--- src/rtl/jsb_pkg.sv ---
// Shared constants and types for the joystick to SBUS bridge.
`default_nettype none

package jsb_pkg;

  localparam int CHANNEL_COUNT   = 16;
  localparam int CH_W            = 11;
  localparam int PAYLOAD_LEN     = 8;
  localparam int SLOT_W          = 3;
  localparam int POS_W           = 4;
  localparam int CH_BYTES        = (CHANNEL_COUNT * CH_W + 7) / 8;
  localparam int FRAME_LEN       = CH_BYTES + 3;
  localparam int FRAME_IDX_W     = $clog2(FRAME_LEN);
  localparam int QUEUE_DEPTH_DEF = 4;
  localparam int FLAGS_W         = 4;
  localparam int SCALED_W        = 19;   // b * 1640 fits in 19 bits

  localparam logic [7:0]      SYNC_BYTE  = 8'hFF;
  localparam logic [7:0]      HDR_BYTE   = 8'h0F;
  localparam logic [7:0]      FTR_BYTE   = 8'h00;
  localparam logic [CH_W-1:0] CH_NEUTRAL = 11'd992;
  localparam logic [CH_W-1:0] CH_OFFSET  = 11'd172;
  localparam logic [10:0]     AXIS_GAIN  = 11'd1640;

  // reciprocal constants: floor(x/121) and floor(x/255) over the operand range
  localparam logic [19:0] RECIP_121   = 20'd554619;
  localparam int          RECIP_121_SH = 26;
  localparam logic [19:0] RECIP_255   = 20'd526345;
  localparam int          RECIP_255_SH = 27;

  // payload slots
  localparam logic [SLOT_W-1:0] SLOT_THROTTLE = 3'd0;
  localparam logic [SLOT_W-1:0] SLOT_YAW      = 3'd1;
  localparam logic [SLOT_W-1:0] SLOT_PITCH    = 3'd2;
  localparam logic [SLOT_W-1:0] SLOT_LAST     = 3'd7;

  // input kinds
  localparam logic KIND_BYTE = 1'b0;
  localparam logic KIND_TICK = 1'b1;

  // frame byte positions
  localparam logic [FRAME_IDX_W-1:0] IDX_HDR   = 5'd0;
  localparam logic [FRAME_IDX_W-1:0] IDX_FLAGS = 5'd23;
  localparam logic [FRAME_IDX_W-1:0] IDX_FTR   = 5'd24;

  typedef logic [CH_W-1:0] chan_t;
  // mapped channels kept per payload slot; the rest are fixed neutral
  typedef chan_t [PAYLOAD_LEN-1:0] snap_t;

  typedef struct packed {
    logic  valid;
    snap_t snap;
  } q_word_t;

endpackage

`default_nettype wire

--- src/rtl/jsb_ifs.sv ---
// Valid/ready channel interfaces for the bridge input and frame output.
`default_nettype none

interface jsb_in_if;
  logic       valid;
  logic       ready;
  logic       kind;
  logic [7:0] rx_byte;
  modport source (output valid, output kind, output rx_byte, input ready);
  modport sink   (input valid, input kind, input rx_byte, output ready);
endinterface

interface jsb_out_if;
  logic       valid;
  logic       ready;
  logic [7:0] frame_byte;
  logic       last_byte;
  modport source (output valid, output frame_byte, output last_byte, input ready);
  modport sink   (input valid, input frame_byte, input last_byte, output ready);
endinterface

`default_nettype wire

--- src/rtl/joystick_to_sbus_bridge.sv ---
// Joystick to SBUS bridge top level.
//
// in_ch carries words of two kinds: kind 0 is a joystick serial byte, kind 1
// is a frame transmit tick. A packet is sync 0xFF plus eight payload bytes;
// after the eighth byte the throttle, yaw, pitch and button channels update.
// Each tick yields one 25-byte SBUS frame on out_ch (header, 22 channel
// bytes, flag byte from cfg_wdata, footer with last_byte set).
// Throughput: one input word per cycle while in_ch.ready is high, one frame
// byte per cycle while out_ch.ready is high. Ticks that come faster than
// frames drain fill the snapshot queue of QDEPTH frames, and in_ch.ready
// then drops. With the serializer idle, a tick passes the stage-1 register,
// the queue write and the output register load before the first frame byte
// is valid.
// Reset (rst_n low, synchronous) puts the parser in sync hunt, sets all
// channels to 992, clears the flag register and empties the queue.
// When out_ch stalls, the frame byte holds and the parser keeps taking
// bytes until the queue has no room left for another tick.
`default_nettype none

module joystick_to_sbus_bridge
  import jsb_pkg::*;
#(
  parameter int QDEPTH = QUEUE_DEPTH_DEF
) (
  input  wire logic               clk,
  input  wire logic               rst_n,
  jsb_in_if.sink                  in_ch,
  jsb_out_if.source               out_ch,
  input  wire logic               cfg_we,
  input  wire logic [FLAGS_W-1:0] cfg_wdata
);

  q_word_t                       push;
  q_word_t                       head;
  logic                          pop;
  logic [$clog2(QDEPTH+1)-1:0]   q_count;

  jsb_front #(.QDEPTH(QDEPTH)) u_front (
    .clk     (clk),
    .rst_n   (rst_n),
    .in_ch   (in_ch),
    .q_count (q_count),
    .push    (push)
  );

  jsb_queue #(.QDEPTH(QDEPTH)) u_queue (
    .clk   (clk),
    .rst_n (rst_n),
    .push  (push),
    .pop   (pop),
    .head  (head),
    .count (q_count)
  );

  jsb_back u_back (
    .clk       (clk),
    .rst_n     (rst_n),
    .head      (head),
    .pop       (pop),
    .cfg_we    (cfg_we),
    .cfg_wdata (cfg_wdata),
    .out_ch    (out_ch)
  );

endmodule

`default_nettype wire

--- src/rtl/jsb_front.sv ---
// Front end: packet parser, channel scaling pipeline and frame snapshot push.
`default_nettype none

module jsb_front
  import jsb_pkg::*;
#(
  parameter int QDEPTH = QUEUE_DEPTH_DEF
) (
  input  wire logic                       clk,
  input  wire logic                       rst_n,
  jsb_in_if.sink                          in_ch,
  input  wire logic [$clog2(QDEPTH+1)-1:0] q_count,
  output q_word_t                         push
);

  localparam int CW = $clog2(QDEPTH + 1);

  logic [POS_W-1:0]    pos_r, pos_nxt;
  logic                s1_valid_r, s1_tick_r, s1_commit_r;
  logic [SLOT_W-1:0]   s1_slot_r;
  logic [SCALED_W-1:0] s1_data_r;
  snap_t               pend_r;
  snap_t               cur_r;

  logic                accept;
  logic [CW:0]         used;
  logic                is_payload;
  logic [37:0]         prod_thr;
  logic [38:0]         prod_axis;
  chan_t               val;

  // a tick still in stage 1 holds a queue place already
  assign used        = {1'b0, q_count} + {{CW{1'b0}}, s1_valid_r & s1_tick_r};
  assign in_ch.ready = used < (CW+1)'(QDEPTH);
  assign accept      = in_ch.valid & in_ch.ready;
  assign is_payload  = accept & (in_ch.kind == KIND_BYTE) & (pos_r != '0);

  always_comb begin
    pos_nxt = pos_r;
    if (accept && in_ch.kind == KIND_BYTE) begin
      if (pos_r == '0) begin
        if (in_ch.rx_byte == SYNC_BYTE) pos_nxt = POS_W'(1);
      end else if (pos_r >= POS_W'(PAYLOAD_LEN)) begin
        pos_nxt = '0;
      end else begin
        pos_nxt = pos_r + POS_W'(1);
      end
    end
  end

  always_ff @(posedge clk) begin
    if (!rst_n) begin
      pos_r      <= '0;
      s1_valid_r <= 1'b0;
    end else begin
      pos_r      <= pos_nxt;
      s1_valid_r <= is_payload | (accept & (in_ch.kind == KIND_TICK));
    end
  end

  always_ff @(posedge clk) begin
    s1_tick_r   <= in_ch.kind == KIND_TICK;
    s1_slot_r   <= SLOT_W'(pos_r - POS_W'(1));
    s1_commit_r <= pos_r >= POS_W'(PAYLOAD_LEN);
    s1_data_r   <= {11'd0, in_ch.rx_byte} * {8'd0, AXIS_GAIN};
  end

  // stage 1: constant division by reciprocal, per slot kind
  assign prod_thr  = {1'b0, s1_data_r[SCALED_W-1:1]} * {18'd0, RECIP_121} ;
  assign prod_axis = {1'b0, s1_data_r} * {19'd0, RECIP_255};

  always_comb begin
    case (s1_slot_r)
      SLOT_THROTTLE: val = CH_W'(prod_thr >> RECIP_121_SH) + CH_OFFSET;
      SLOT_YAW,
      SLOT_PITCH:    val = CH_W'(prod_axis >> RECIP_255_SH) + CH_OFFSET;
      default:       val = s1_data_r[CH_W-1:0] + CH_OFFSET;
    endcase
  end

  always_ff @(posedge clk) begin
    if (s1_valid_r && !s1_tick_r) pend_r[s1_slot_r] <= val;
  end

  // last slot comes straight from the scaler, the rest from the pending set
  always_ff @(posedge clk) begin
    if (!rst_n) begin
      for (int k = 0; k < PAYLOAD_LEN; k++) cur_r[k] <= CH_NEUTRAL;
    end else if (s1_valid_r && !s1_tick_r && s1_commit_r) begin
      for (int k = 0; k < PAYLOAD_LEN - 1; k++) cur_r[k] <= pend_r[k];
      cur_r[SLOT_LAST] <= val;
    end
  end

  assign push.valid = s1_valid_r & s1_tick_r;
  assign push.snap  = cur_r;

endmodule

`default_nettype wire

--- src/rtl/jsb_queue.sv ---
// Small FIFO of channel snapshots between parser and frame serializer.
`default_nettype none

module jsb_queue
  import jsb_pkg::*;
#(
  parameter int QDEPTH = QUEUE_DEPTH_DEF
) (
  input  wire logic                        clk,
  input  wire logic                        rst_n,
  input  q_word_t                          push,
  input  wire logic                        pop,
  output q_word_t                          head,
  output logic [$clog2(QDEPTH+1)-1:0]      count
);

  localparam int PW = $clog2(QDEPTH);
  localparam int CW = $clog2(QDEPTH + 1);

  snap_t           mem_r [QDEPTH];
  logic [PW-1:0]   wr_ptr_r, rd_ptr_r;
  logic [CW-1:0]   count_r, count_nxt;

  always_comb begin
    count_nxt = count_r;
    if (push.valid && !pop) count_nxt = count_r + CW'(1);
    else if (!push.valid && pop) count_nxt = count_r - CW'(1);
  end

  always_ff @(posedge clk) begin
    if (!rst_n) begin
      wr_ptr_r <= '0;
      rd_ptr_r <= '0;
      count_r  <= '0;
    end else begin
      count_r <= count_nxt;
      if (push.valid)
        wr_ptr_r <= (wr_ptr_r == PW'(QDEPTH-1)) ? '0 : wr_ptr_r + PW'(1);
      if (pop)
        rd_ptr_r <= (rd_ptr_r == PW'(QDEPTH-1)) ? '0 : rd_ptr_r + PW'(1);
    end
  end

  always_ff @(posedge clk) begin
    if (push.valid) mem_r[wr_ptr_r] <= push.snap;
  end

  assign head.valid = count_r != '0;
  assign head.snap  = mem_r[rd_ptr_r];
  assign count      = count_r;

endmodule

`default_nettype wire

--- src/rtl/jsb_back.sv ---
// Back end: streams one 25-byte SBUS frame per queued snapshot.
`default_nettype none

module jsb_back
  import jsb_pkg::*;
(
  input  wire logic               clk,
  input  wire logic               rst_n,
  input  q_word_t                 head,
  output logic                    pop,
  input  wire logic               cfg_we,
  input  wire logic [FLAGS_W-1:0] cfg_wdata,
  jsb_out_if.source               out_ch
);

  logic [FRAME_IDX_W-1:0]   cnt_r;
  logic [FLAGS_W-1:0]       flags_r;
  logic                     out_valid_r;
  logic [7:0]               byte_r;
  logic                     last_r;

  chan_t                    ch [CHANNEL_COUNT];
  logic [CH_BYTES*8-1:0]    ch_bits;
  logic [CH_BYTES-1:0][7:0] packed_bytes;
  logic [FRAME_IDX_W-1:0]   pidx;
  logic [7:0]               byte_nxt;
  logic                     load;

  // slot to channel map; unmapped channels stay neutral
  always_comb begin
    for (int i = 0; i < CHANNEL_COUNT; i++) ch[i] = CH_NEUTRAL;
    ch[2] = head.snap[0];
    ch[3] = head.snap[1];
    ch[1] = head.snap[2];
    for (int k = 3; k < PAYLOAD_LEN; k++) ch[k+3] = head.snap[k];
  end

  // channels packed LSB first, then cut into bytes
  always_comb begin
    ch_bits = '0;
    for (int i = 0; i < CHANNEL_COUNT; i++)
      ch_bits[i*CH_W +: CH_W] = ch[i];
  end

  assign packed_bytes = ch_bits;

  assign pidx = cnt_r - FRAME_IDX_W'(1);

  always_comb begin
    case (cnt_r)
      IDX_HDR:   byte_nxt = HDR_BYTE;
      IDX_FLAGS: byte_nxt = {{(8-FLAGS_W){1'b0}}, flags_r};
      IDX_FTR:   byte_nxt = FTR_BYTE;
      default:   byte_nxt = packed_bytes[pidx];
    endcase
  end

  assign load = head.valid & (~out_valid_r | out_ch.ready);
  assign pop  = load & (cnt_r == IDX_FTR);

  always_ff @(posedge clk) begin
    if (!rst_n) begin
      cnt_r       <= '0;
      flags_r     <= '0;
      out_valid_r <= 1'b0;
    end else begin
      if (cfg_we) flags_r <= cfg_wdata;
      if (load) begin
        out_valid_r <= 1'b1;
        cnt_r       <= (cnt_r == IDX_FTR) ? IDX_HDR : cnt_r + FRAME_IDX_W'(1);
      end else if (out_ch.ready) begin
        out_valid_r <= 1'b0;
      end
    end
  end

  always_ff @(posedge clk) begin
    if (load) begin
      byte_r <= byte_nxt;
      last_r <= cnt_r == IDX_FTR;
    end
  end

  assign out_ch.valid      = out_valid_r;
  assign out_ch.frame_byte = byte_r;
  assign out_ch.last_byte  = last_r;

endmodule

`default_nettype wire

--- src/flat_wrapper.sv ---
// flat-port wrapper written by rule: the top's interface ports become plain ports
module joystick_to_sbus_bridge_flat import jsb_pkg::*;
#(
  parameter int QDEPTH = QUEUE_DEPTH_DEF
)
  (clk, rst_n, cfg_we, cfg_wdata, in_ch_valid, in_ch_kind, in_ch_rx_byte, in_ch_ready, out_ch_valid, out_ch_frame_byte, out_ch_last_byte, out_ch_ready);
  jsb_in_if in_ch_i ();
  jsb_out_if out_ch_i ();
  input  wire logic clk;
  input  wire logic rst_n;
  input  wire logic cfg_we;
  input  wire logic [FLAGS_W-1:0] cfg_wdata;
  input wire logic [$bits(in_ch_i.valid)-1:0] in_ch_valid;
  input wire logic [$bits(in_ch_i.kind)-1:0] in_ch_kind;
  input wire logic [$bits(in_ch_i.rx_byte)-1:0] in_ch_rx_byte;
  output wire logic [$bits(in_ch_i.ready)-1:0] in_ch_ready;
  output wire logic [$bits(out_ch_i.valid)-1:0] out_ch_valid;
  output wire logic [$bits(out_ch_i.frame_byte)-1:0] out_ch_frame_byte;
  output wire logic [$bits(out_ch_i.last_byte)-1:0] out_ch_last_byte;
  input wire logic [$bits(out_ch_i.ready)-1:0] out_ch_ready;
  assign in_ch_i.valid = in_ch_valid;
  assign in_ch_i.kind = in_ch_kind;
  assign in_ch_i.rx_byte = in_ch_rx_byte;
  assign in_ch_ready = in_ch_i.ready;
  assign out_ch_valid = out_ch_i.valid;
  assign out_ch_frame_byte = out_ch_i.frame_byte;
  assign out_ch_last_byte = out_ch_i.last_byte;
  assign out_ch_i.ready = out_ch_ready;
  joystick_to_sbus_bridge #(.QDEPTH(QDEPTH)) u_core (.clk(clk), .rst_n(rst_n), .in_ch(in_ch_i), .out_ch(out_ch_i), .cfg_we(cfg_we), .cfg_wdata(cfg_wdata));
endmodule
--- config.mk ---
export PLATFORM = sky130hd
export DESIGN_NAME = joystick_to_sbus_bridge_flat
export DESIGN_NICKNAME = d
export VERILOG_FILES = /design/src/rtl/jsb_pkg.sv /design/src/rtl/jsb_ifs.sv /design/src/rtl/joystick_to_sbus_bridge.sv /design/src/rtl/jsb_front.sv /design/src/rtl/jsb_queue.sv /design/src/rtl/jsb_back.sv /design/src/flat_wrapper.sv
export SDC_FILE = /design/constraint.sdc
export NUM_CORES = 1
export LEC_CHECK = 0
export BUFFER_PORTS_ARGS = -buffer_cell sky130_fd_sc_hd__clkbuf_2
export CAP_MARGIN = 40
export CORE_MARGIN = 2
export CORE_UTILIZATION = 45
export DETAILED_ROUTE_END_ITERATION = 8
export SLEW_MARGIN = 25
export SYNTH_ARGS = -nofsm -noshare
export SYNTH_HDL_FRONTEND = slang
export SYNTH_HIERARCHICAL = 1
export SYNTH_SLANG_ARGS = --single-unit
--- constraint.sdc ---
create_clock -name clk -period 12 [get_ports clk]
set_clock_uncertainty 0.1 [all_clocks]
set_input_delay 2.4 -clock clk [delete_from_list [all_inputs] [get_ports clk]]
set_output_delay 2.4 -clock clk [all_outputs]
set_load 0.02 [all_outputs]
; Yosys cells after proc, flatten, opt, wreduce, memory -nomap -nowiden
; Memory sizes are Yosys's and may differ from the RTL's. A register that Yosys moved wholly into a read port is not among the register bits.
; Cells that the tools add are included.
[word_totals]
reg_bits = 228
elab_cells = 109
n_memories = 1
input_bits = 18
ramBits = 352
[mem_list]
columns = name, depth, width, read_ports, rd_ports_with_merged_regs, write_ports, line_no
row1 = u_core.u_queue.mem_r, 4, 88, 1, 1, 1, jsb_queue.sv:20  ; snap_t mem_r [QDEPTH];
[op_classes]
mul = 3
magnitude_cmp = 5
add_sub_neg = 12
reduce_logical = 18
eq_ne = 8
muxes = 21
bitwise_logic = 11
[ops]
columns = op, count
row1 = bitwise mux 88 bit, 1
row2 = "multiplier 16 x 20 -> 35 bit, second input constant", 2
row3 = binary-select mux 8 bit (select 5 bit), 1
row4 = "adder 11 x 8 -> 11 bit, second input constant", 3
row5 = demux 11 bit (select 3 bit), 1
row6 = one-hot mux 8 bit (3 select lines), 1
row7 = one-hot mux 11 bit (2 select lines), 1
row8 = "multiplier 8 x 8 -> 16 bit, second input constant", 1
row9 = two-way mux 4 bit, 3
row10 = two-way mux 11 bit, 1
row11 = "equality test 5 bit, second input constant", 2
row12 = "equality test 8 bit, second input constant", 1
row13 = two-way mux 2 bit, 4
row14 = two-way mux 8 bit, 1
row15 = bitwise AND 1 bit, 7
row16 = logical AND 1 bit, 6
row17 = "< comparator 5 x 6 -> 1 bit, second input constant", 1
row18 = two-way mux 3 bit, 2
row19 = "subtractor 3 x 1 -> 3 bit, second input constant", 2
row20 = "adder 5 x 1 -> 5 bit, second input constant", 1
row21 = zero test 5 bit, 1
row22 = two-way mux 5 bit, 1
row23 = "subtractor 5 x 1 -> 5 bit, second input constant", 1
row24 = "adder 2 x 1 -> 2 bit, second input constant", 2
row25 = other kinds (22), 31

; Longest topological paths before layout
; Gate-level depths: netlist of run 1.
[logic_depth]
word_depth = 7
ltp_mapped = 29
depth_no_buf = 29

; By module
; Netlist of run 1, hierarchy kept.
[by_module_without_submodules]
columns = mod, area_per_inst_um2, cells_per_inst, seq_area_each_um2, n_inst
row1 = jsb_front, 15092.0, 1507, 4594.4, 1
row2 = jsb_queue, 13137.6, 503, 10750.3, 1
row3 = jsb_back, 1999.4, 230, 470.5, 1

; Least setup slack after synthesis of run 1
; OpenSTA, ideal clock, no wires.
[synth_path]
path_kind = register to register
startpoint = register u_core.u_front.s1_data_r[8]
endpoint = register u_core/u_front/pend_r[10] in the netlist's numbering (data pin)
t_required_ns = 11.631
setup_slack_ns = 5.148
synth_period_minus_slack_ns = 6.852
path_buffers = 0
arrival_time_ns = 6.483
path_stages_with_launch = 29
path_cell_list = dfxtp_1 > inv_1 > ha_1 > fa_1 > inv_1 > fa_1 > inv_1 > fa_1 > inv_1 > fa_1 > inv_1 > fa_1 > inv_1 > ha_1 > nand4_1 > nor2_1 > a31oi_1 > a31oi_1 > a211oi_1 > mux2i_1 > nand3_1 > ha_1 > inv_1 > o211ai_1 > a21boi_1 > nor2_2 > or3_1 > a21oi_2 > nor2_1
[synth_between]
elab_chain_cells = 4
word_cells_on_any_way = 7
classes_between = add/sub: 3 / mul: 2 / mux: 2
[synth_rtl]
columns = item, line_no
row1 = "start, declared", jsb_front.sv:21  ; logic [SCALED_W-1:0] s1_data_r;
row2 = "start signal, assigned", jsb_front.sv:65  ; s1_data_r <= {11'd0, in_ch.rx_byte} * {8'd0, AXIS_GAIN};
row3 = "multiplier 16 x 20 -> 35 bit, on equally long branches", "jsb_front.sv:70, jsb_front.sv:69"
row4 = "adder 11 x 8 -> 11 bit, on equally long branches", "jsb_front.sv:76, jsb_front.sv:74"
row5 = one-hot mux 11 bit (2 select lines) *, jsb_front.sv:73  ; case (s1_slot_r)
row6 = named net u_core.u_front.val[10], jsb_front.sv:30  ; chan_t val;
row7 = bitwise mux 88 bit *, jsb_front.sv:82  ; if (s1_valid_r && !s1_tick_r) pend_r[s1_slot_r] <= val;
row8 = "end signal, assigned by index", jsb_front.sv:82
row9 = "end, declared", jsb_front.sv:22  ; snap_t pend_r;
; The timed path passes the listed nets; every way through them passes the cells marked *.
; A chain may end at the register's enable or synchronous reset.

; Worst setup path in the final report of run 1
[layout_path]
startpoint = register u_core.u_front.s1_data_r[10]
endpoint = register u_core/u_front/pend_r[32] in the netlist's numbering (data pin)
; Same word-level chain as after synthesis.

==> results of run 1 <==
sequential cells by signal, summed over array words and instances (netlist names), named ones only:
name,count
u_core/u_front/pos_r,4
u_core/u_front/s1_tick_r,1
u_core/u_front/s1_data_r,16
u_core/u_front/s1_commit_r,1
u_core/u_back/out_ch.frame_byte,8
u_core/u_back/cnt_r,5
u_core/u_queue/rd_ptr_r,2
u_core/u_back/out_ch.last_byte,1
u_core/u_back/out_ch.valid,1
u_core/u_queue/count,3
u_core/u_queue/mem_r,352
u_core/u_front/s1_valid_r,1
u_core/u_front/s1_slot_r,3
u_core/u_queue/wr_ptr_r,2
u_core/u_front/push,88
u_core/u_back/flags_r,4
u_core/u_front/pend_r,77
critical path, delay by kind of cell, from the launching register on:
family,cells,cell delay (ps)
adders and majority gates,8,3690
AOI/OAI and AO/OA,7,1820
and+or+nand+nor,5,820
DFF,1,740
buffers and inverters,3,280
muxes,1,230
worst max-delay path by stage:
stage / endpoint / startpoint / slack, ps / cells past startpoint
after global placement: u_core/u_front/pend_r[4]$_DFFE_PP_ / u_core/u_front/s1_data_r[8]$_DFF_P_ / 4060 / 25
after floorplan: u_core/u_front/pend_r[10]$_DFFE_PP_ / u_core/u_front/s1_data_r[8]$_DFF_P_ / 5150 / 28
after detailed placement: u_core/u_front/pend_r[21]$_DFFE_PP_ / u_core/u_front/s1_data_r[10]$_DFF_P_ / 4050 / 24
final: u_core/u_front/pend_r[32]$_DFFE_PP_ / u_core/u_front/s1_data_r[10]$_DFF_P_ / 4060 / 24
after global routing: u_core/u_front/pend_r[32]$_DFFE_PP_ / u_core/u_front/s1_data_r[8]$_DFF_P_ / 3530 / 28
after CTS: u_core/u_front/pend_r[32]$_DFFE_PP_ / u_core/u_front/s1_data_r[10]$_DFF_P_ / 4050 / 24
routing by layer:
metal  vias up  part of all wire (%)  global-route usage [%]
met5         -                     0                       0
met4         0                   2.6                    5.59
met3        97                   3.0                    2.24
met2       282                    51                    36.5
met1      8827                    43                    26.8
li1       8172                     -                       -
logic make-up after synthesis:
kind of cell             after synthesis  share of synthesized area [%]
XOR/XNOR                              44                           1.32
multiplexers                         122                           7.99
buffers and inverters                339                           4.52
AO/OA/AOI/OAI                        303                           6.66
flip-flops                           571                           52.3
AND/OR/NAND/NOR                      451                           7.04
adder cells (fa/ha/maj)              410                           20.1
final cells by class:
cell class              count  share of cell area, %
flip-flops and latches    571                   47.3
multi-input cells        1330                   39.1
clock buffers              77                   4.94
well taps                 873                   3.26
inverters                 265                   2.97
repair buffers             62                   1.41
clock inverters            32                   1.02
cell usage in the layout, fill, tap and decap left out, drive strengths merged, types with 7 or more instances in the layout:
master / Yosys / layout
o21ai: 68 / 68
clkinv: 0 / 22
and3: 7 / 7
nor2b: 19 / 19
nand2b: 16 / 16
nand3: 54 / 54
mux2i: 23 / 23
dfxtp: 133 / 133
nor3: 21 / 21
ha: 282 / 282
o21bai: 7 / 7
fa: 128 / 128
inv: 265 / 267
xnor2: 32 / 32
o211ai: 11 / 11
a31oi: 13 / 13
nand2: 214 / 214
edfxtp: 438 / 438
nor2: 61 / 61
clkbuf: 44 / 105
buf: 30 / 34
a21oi: 71 / 71
mux4: 95 / 95
a211oi: 18 / 18
and2: 11 / 11
a21boi: 53 / 53
nand4: 13 / 13
or3: 10 / 10
xor2: 12 / 12
a21o: 15 / 15
stage by stage:
| step | hold WS [ps] | cell area, um2 |
|---|---|---|
| 3_5_place_dp | 343 | 31400 |
| 2_1_floorplan | 317 | 30200 |
| 4_1_cts | 340 | 33400 |
| 3_3_place_gp | 337 | 31300 |
| 6_report | 344 | 33500 |
| 5_1_grt | 354 | 33500 |
==> impl_metrics.tcl, run 1 <==
set metrics [dict create \
    synthTopCellsByCount "438 x edfxtp_1, 282 x ha_1, 265 x inv_1" \
    clkLatencyLatePin_ps 620 \
    hold_path_startpoint "u_core/u_front/pend_r[5]$_DFFE_PP_" \
    grt_max_degree 59 \
    drv_cap 0 \
    fillers 5764 \
    antenna_cells 0 \
    synthCells 2240 \
    nets 2716 \
    critPathMostFrequentCell "fa_1" \
    grt_usage_pct 20.6 \
    yosysUniqueCellTypes 84 \
    yosys_warnings 6 \
    final_util_pct 50.1 \
    synth.most_common_cell "edfxtp_1" \
    required_ps 12240 \
    cts-htree-levels 2 \
    whs_endpoint "u_core/u_front/push[5]$_SDFFE_PN1P_" \
    worstPathArrival_ps 8190 \
    post-route-period-util_pct 66.2 \
    antenna_found_initial 0 \
    hold_buffers 0 \
    clkTransAtPathRegs_ps 60 \
    synth_edf_count 438 \
    pre_cts_ws_ps 4050 \
    finalCriticalPeriod_ps 7940 \
    r2r-start "u_core/u_front/s1_data_r[10]$_DFF_P_" \
    synth_seq_cells 571 \
    drive_gt1_share_pct 12.9 \
    worstPathMaxFanout 10 \
    drt_pass1_iterations 7 \
    synthArstFlopShare_pct 0 \
    whs_path_depth 2 \
    synth_area_leaders "edfxtp_1 44%, ha_1 12%, dfxtp_1 8.8%" \
    rsz0062_at_grt "false" \
    fin_ws_ps 4060 \
    placedCellCount 3099 \
    clk_path_buf_depth 3 \
    cts.sink_count 571 \
    die_w_um 263 \
    io_buffers 28 \
    dp_hpwl_um 48200 \
    critPathCaptureType "flip-flop" \
    instances_no_fill 3210 \
    grt_pass1_vias 18300 \
    syn_to_final_growth_pct 10.7 \
    globalRouteOverflowTotal 0 \
    start_util_pct 45.3 \
    drt_wl_total_um 70200 \
    cpPeakStageDelay_ps 740 \
    crit_slowest_cell "dfxtp_1" \
    grt_pass1_wl_um 109000 \
    pin_count 29 \
    path_cells "inv_1 > fa_1 > inv_1 > fa_1 > fa_1 > fa_1 > fa_1 > fa_1 > ha_1 > nand4_1 > nor2_1 > a31oi_1 > a31oi_1 > a211oi_1 > mux2i_1 > nand3_1 > ha_1 > inv_1 > o211ai_1 > a21boi_1 > nor2_2 > o21ai_0 > a21oi_2 > nor2_1" \
    drc 0 \
    drv_slew 0 \
    vias 17400 \
    worstMarginPinSlew_ps 860 \
    syn_area_um2 30200 \
    reg2reg_to "u_core/u_front/pend_r[32]$_DFFE_PP_" \
    hp-class "flip-flop to flip-flop" \
    yosysTopAreaCell "edfxtp_1" \
    avgSynthCellArea_um2 13.5 \
    cts_resized 0 \
    post_cts_buffers 0 \
    core-area_um2 66800 \
    setup_viol 0 \
    timing_worst_setup_path_type "flip-flop to flip-flop" \
    drtIter0Drc 1061 \
    die_h_um 263 \
    synthFlopType "edfxtp_1" \
    register_area_um2 15800 \
    antenna_left 0 \
    die_area_um2 69300 \
    timing.slew.headroom_pct 42.7 \
    reg2reg_depth 24 \
    tns_ps 0 \
    multiInputGateArea_um2 13100 \
    status "complete, no violations" \
    ys_seq_area_share_pct 52.3 \
    place.gp.congestion 0.918 \
    tritoncts "yes" \
    via_per_inst 5.41 \
    synth_top_cell_area_share_pct 43.5 \
    row_count 95 \
    synth_fp_nets 2668 \
    fmax_mhz 126 \
    wire_per_inst_um 21.9 \
    numCtsBuffers 58 \
    start_kind "flip-flop" \
    timing.final.hold_violations 0 \
    rrSetupSlack_ps 4060 \
    root_buffer "clkbuf_16" \
]
Power of run 1 is left out: the tool's default activity adds up to more than one toggle a clock period on the data nets, which glitch-free logic cannot reach.
==> run 2: changes to the inputs <==
clock period = 7.4 ns   (was 12 ns; I/O delays follow)
==> run 2 against run 1 <==
Effect of this change:
- highest routed layer unchanged
- critical path type unchanged
- hold slack better by 9.7 ps
- utilization rose by 0.54 points
- critical endpoint is now u_core/u_front/pend_r[64]$_DFFE_PP_
- non-clock buffer count rose by 32
==> impl_metrics.tcl, run 2 (synthesis gave the netlist of run 1 again) <==
set metrics [dict create \
    multiInputGateArea_um2 13100 \
    hp-class "flip-flop to flip-flop" \
    io_buffers 28 \
    antenna_cells 0 \
    dp_hpwl_um 50100 \
    status "complete, no violations" \
    pin_count 29 \
    clkLatencyLatePin_ps 620 \
    required_ps 7640 \
    clk_path_buf_depth 3 \
    worstPathMaxFanout 7 \
    grt_usage_pct 21.2 \
    drc 0 \
    largest_reg_flops 352 \
    via_per_inst 5.41 \
    cpPeakStageDelay_ps 600 \
    grt_pass1_wl_um 111000 \
    drive_gt1_share_pct 14.6 \
    numCtsBuffers 59 \
    register_area_um2 15800 \
    drt_wl_total_um 71800 \
    die_w_um 263 \
    core-area_um2 66800 \
    antenna_found_initial 0 \
    row_count 95 \
    path_delay_family "adder cells" \
    layout_common_cells "438 x edfxtp_1, 279 x ha_1, 265 x inv_1" \
    drt_pass1_iterations 7 \
    worstMarginPinSlew_ps 875 \
    drtIter0Drc 1181 \
    start_util_pct 45.3 \
    critPathCaptureType "flip-flop" \
    antenna_left 0 \
    worstPathArrival_ps 7270 \
    root_buffer "clkbuf_16" \
    wire_per_inst_um 22.1 \
    hold_buffers 0 \
    drv_slew 0 \
    cts-htree-levels 2 \
    cts.sink_count 571 \
    start_kind "flip-flop" \
    final_common_cell "edfxtp_1" \
    timing.final.hold_violations 0 \
    clkTransAtPathRegs_ps 60 \
    die_area_um2 69300 \
    globalRouteOverflowTotal 0 \
    placed_cell_area_um2 31800 \
    timing.slew.headroom_pct 41.7 \
    timing_worst_setup_path_type "flip-flop to flip-flop" \
    finalCriticalPeriod_ps 7030 \
    regMostFlops "u_core/u_queue/mem_r" \
    nets 2749 \
    fmax_mhz 142 \
    post-route-period-util_pct 95.0 \
    grt_max_degree 64 \
    critPathMostFrequentCell "fa_1" \
    place.gp.congestion 0.888 \
    die_h_um 263 \
    vias 17600 \
    path_buf_inv 6 \
    grt_pass1_vias 18400 \
    crit_slowest_cell "fa_2" \
    setup_viol 0 \
    final_area_um2 33800 \
    tritoncts "yes" \
    syn_to_final_growth_pct 11.9 \
    fillers 5680 \
    drv_cap 0 \
]
## run 2: cell types whose count changed in the layout (fill, tap and decap cells not counted), moves of 4 or more
| cell | delta |
|---|---|
| dfxtp_1 | -5 |
| dfxtp_2 | +5 |
| clkbuf_8 | -7 |
| clkbuf_1 | +6 |
| buf_4 | +30 |
| clkinv_1 | -4 |
| buf_16 | +4 |
| clkinvlp_4 | +5 |
| buf_6 | -4 |
## run 2: final cells by class
| type | instances | share of cell area [%] |
|---|---|---|
| Sequential cell | 571 | 46.8 |
| Clock inverter | 36 | 1.23 |
| Multi-Input combinational cell | 1330 | 38.8 |
| Tap cell | 873 | 3.23 |
| Inverter | 265 | 2.94 |
| Timing Repair Buffer | 94 | 2.37 |
| Clock buffer | 76 | 4.67 |
## run 2: routing by layer
metal / GRT usage (%) / vias up / wire [um]
met5: 0 / - / 0
met4: 5.99 / 0 / 1980
met3: 2.45 / 98 / 2590
met2: 37.6 / 335 / 36400
met1: 27.4 / 8900 / 30800
li1: - / 8232 / -
## run 2: worst paths after layout
kind	slack, ps	from	depth (start not counted)	endpoint
max	370	u_core/u_front/s1_data_r[13]$_DFF_P_	25	u_core/u_front/pend_r[64]$_DFFE_PP_
min	350	u_core/u_front/pend_r[71]$_DFFE_PP_	2	u_core/u_front/push[71]$_SDFFE_PN1P_
max reg2reg	370	u_core/u_front/s1_data_r[13]$_DFF_P_	25	u_core/u_front/pend_r[64]$_DFFE_PP_
min reg2reg	350	u_core/u_front/pend_r[71]$_DFFE_PP_	2	u_core/u_front/push[71]$_SDFFE_PN1P_
## run 2: repair_timing
action	4_1_cts	5_1_grt
endpoints found under the setup margin	0	15
buffers inserted	0	3
endpoints found under the hold margin	0	0
gates resized for setup	0	14
## run 2: per-stage QoR
stage               hold WS, ps  setup TNS [ps]  setup WS, ps  util, %  cells
floorplan                   317               0           548        -   2240
global placement            335               0           229     47.3   3121
finish                      354               0           372     50.6   3245
detailed placement          342               0           140     47.6   3130
CTS                         351               0           120     50.6   3242
global route                377           -17.5         -17.5     50.6   3245
## run 2: worst register-to-register path: stages, from the launching register on
cell	delay [ps]
dfxtp_1	330
fa_1	590
inv_1	60
fa_1	480
inv_1	60
fa_2	600
fa_1	450
fa_1	540
inv_1	50
fa_1	530
inv_1	40
ha_1	340
nand4_2	140
nor3_4	210
buf_4	140
a41oi_1	130
a31oi_2	340
o211ai_2	190
a31o_1	270
mux2i_1	190
a21oi_2	120
nand4_1	130
o31ai_1	90
a31oi_1	300
nand2_1	110
buf_4	220
Power of run 2 is left out for the same reason.
==> run 3: changes to the inputs <==
PLACE_DENSITY = 0.56   (was default)
==> run 3 against run 2 <==
Effect of this change:
- register-to-register slack worse by 50 ps
- via count up 0.61%
- non-clock buffer count grew 4
- highest routed layer is now met5
- cell area about the same
==> impl_metrics.tcl, run 3 (synthesis gave the netlist of run 1 again) <==
set metrics [dict create \
    clkLatencyLatePin_ps 630 \
    die_area_um2 69300 \
    wire_per_inst_um 22.4 \
    cts-htree-levels 2 \
    status "complete, no violations" \
    hold_buffers 0 \
    core-area_um2 66800 \
    post-route-period-util_pct 95.7 \
    timing.final.hold_violations 0 \
    layout_common_cells "438 x edfxtp_1, 281 x ha_1, 265 x inv_1" \
    drv_cap 0 \
    critPathCaptureType "flip-flop" \
    place.gp.congestion 0.880 \
    fillers 5739 \
    timing.slew.headroom_pct 41.2 \
    hp-class "flip-flop to flip-flop" \
    die_h_um 263 \
    dp_hpwl_um 51600 \
    via_per_inst 5.44 \
    cpPeakStageDelay_ps 560 \
    worstPathMaxFanout 7 \
    grt_pass1_vias 18800 \
    drt_wl_total_um 72600 \
    crit_slowest_cell "fa_1" \
    grtUsageMet3_pct 3.26 \
    final_common_cell "edfxtp_1" \
    row_count 95 \
    path_delay_family "adder cells" \
    start_util_pct 45.3 \
    worstMarginPinSlew_ps 881 \
    drv_slew 0 \
    largest_reg_flops 352 \
    tritoncts "yes" \
    rsz0062_at_grt "false" \
    finalCriticalPeriod_ps 7080 \
    clkTransAtPathRegs_ps 60 \
    grt_busiest_layer "met2" \
    drtIter0Drc 1045 \
    path_cells "fa_1 > fa_1 > fa_1 > fa_1 > fa_1 > inv_1 > fa_1 > inv_1 > ha_1 > nand4_2 > nor3_4 > buf_4 > a41oi_1 > a31oi_2 > buf_4 > o211ai_2 > a31o_1 > mux2i_1 > a21oi_2 > nand2b_4 > or3_1 > a21oi_2 > nor2_2" \
    drt_pass1_iterations 5 \
    syn_to_final_growth_pct 11.9 \
    antenna_found_initial 1 \
    worstPathArrival_ps 7330 \
    clk_path_buf_depth 3 \
    tns_ps 0 \
    grt_max_degree 61 \
    root_buffer "clkbuf_16" \
    nets 2755 \
    grt_pass1_wl_um 113000 \
    regMostFlops "u_core/u_queue/mem_r" \
    path_buf_inv 4 \
    critPathMostFrequentCell "fa_1" \
    fmax_mhz 141 \
    numCtsBuffers 61 \
    met2_usage_pct 37.4 \
    antenna_cells 0 \
    setup_viol 0 \
    gr-usage-met1_pct 27.3 \
    die_w_um 263 \
    timing_worst_setup_path_type "flip-flop to flip-flop" \
    grt_usage_pct 21.5 \
    io_buffers 28 \
    drive_gt1_share_pct 14.1 \
    required_ps 7650 \
    pin_count 29 \
    globalRouteOverflowTotal 0 \
    cts.sink_count 571 \
    drc 0 \
    start_kind "flip-flop" \
    antenna_left 0 \
    vias 17700 \
]
==> run 3: cell types whose count changed in the layout (fill, tap and decap cells not counted), moves of 3 or more <==
cell	before	now
dfxtp_1	125	129
buf_4	55	60
clkinvlp_4	7	1
nor2_1	57	54
clkbuf_1	13	21
dfxtp_2	6	2
clkinv_2	12	9
nor2_2	4	7
==> run 3: layout make-up <==
type | count | area (um2) | area share [%]
Clock inverter | 28 | 353 | 1.04
Multi-Input combinational cell | 1330 | 13100 | 38.8
Inverter | 265 | 995 | 2.94
Timing Repair Buffer | 98 | 791 | 2.34
Tap cell | 873 | 1090 | 3.23
Clock buffer | 85 | 1650 | 4.87
Sequential cell | 571 | 15800 | 46.8
==> run 3: repair_timing <==
| action | 4_1_cts | 5_1_grt |
|---|---|---|
| setup buffers | 0 | 2 |
| resized for setup | 0 | 5 |
| setup endpoints to repair | 0 | 15 |
==> run 3: stage by stage <==
| stage | instances | area, um2 | setup WS, ps | hold slack (ps) | util [%] |
|---|---|---|---|---|---|
| after floorplan | 2240 | 30200 | 548 | 317 | - |
| after global placement | 3124 | 31600 | 250 | 331 | 47.3 |
| after detailed placement | 3133 | 31800 | 203 | 343 | 47.5 |
| after CTS | 3246 | 33800 | 172 | 348 | 50.5 |
| after global routing | 3250 | 33800 | 18.5 | 379 | 50.6 |
| final | 3250 | 33800 | 320 | 342 | 50.6 |
==> run 3: tightest hold or removal path: stages (launching register included) <==
cell and delay [ps]:
edfxtp_1 320, nand2_1 50, nand3_1 60
==> run 3: layer usage <==
metal  part of all wire (%)  vias to the layer above
li1                       -                     8241
met1                     42                     8947
met2                     50                      355
met3                    4.2                      127
met4                    3.6                        2
met5                  0.017                        -
==> run 3: final timing paths <==
check / from / to / slack [ps] / cells past startpoint
setup / recovery: u_core/u_front/s1_data_r[18]$_DFF_P_ / u_core/u_front/pend_r[54]$_DFFE_PP_ / 320 / 23
hold / removal: u_core/u_front/pend_r[72]$_DFFE_PP_ / u_core/u_front/push[72]$_SDFFE_PN1P_ / 340 / 2
setup reg to reg: u_core/u_front/s1_data_r[18]$_DFF_P_ / u_core/u_front/pend_r[54]$_DFFE_PP_ / 320 / 23
hold reg to reg: u_core/u_front/pend_r[72]$_DFFE_PP_ / u_core/u_front/push[72]$_SDFFE_PN1P_ / 340 / 2
Power of run 3 is left out for the same reason.
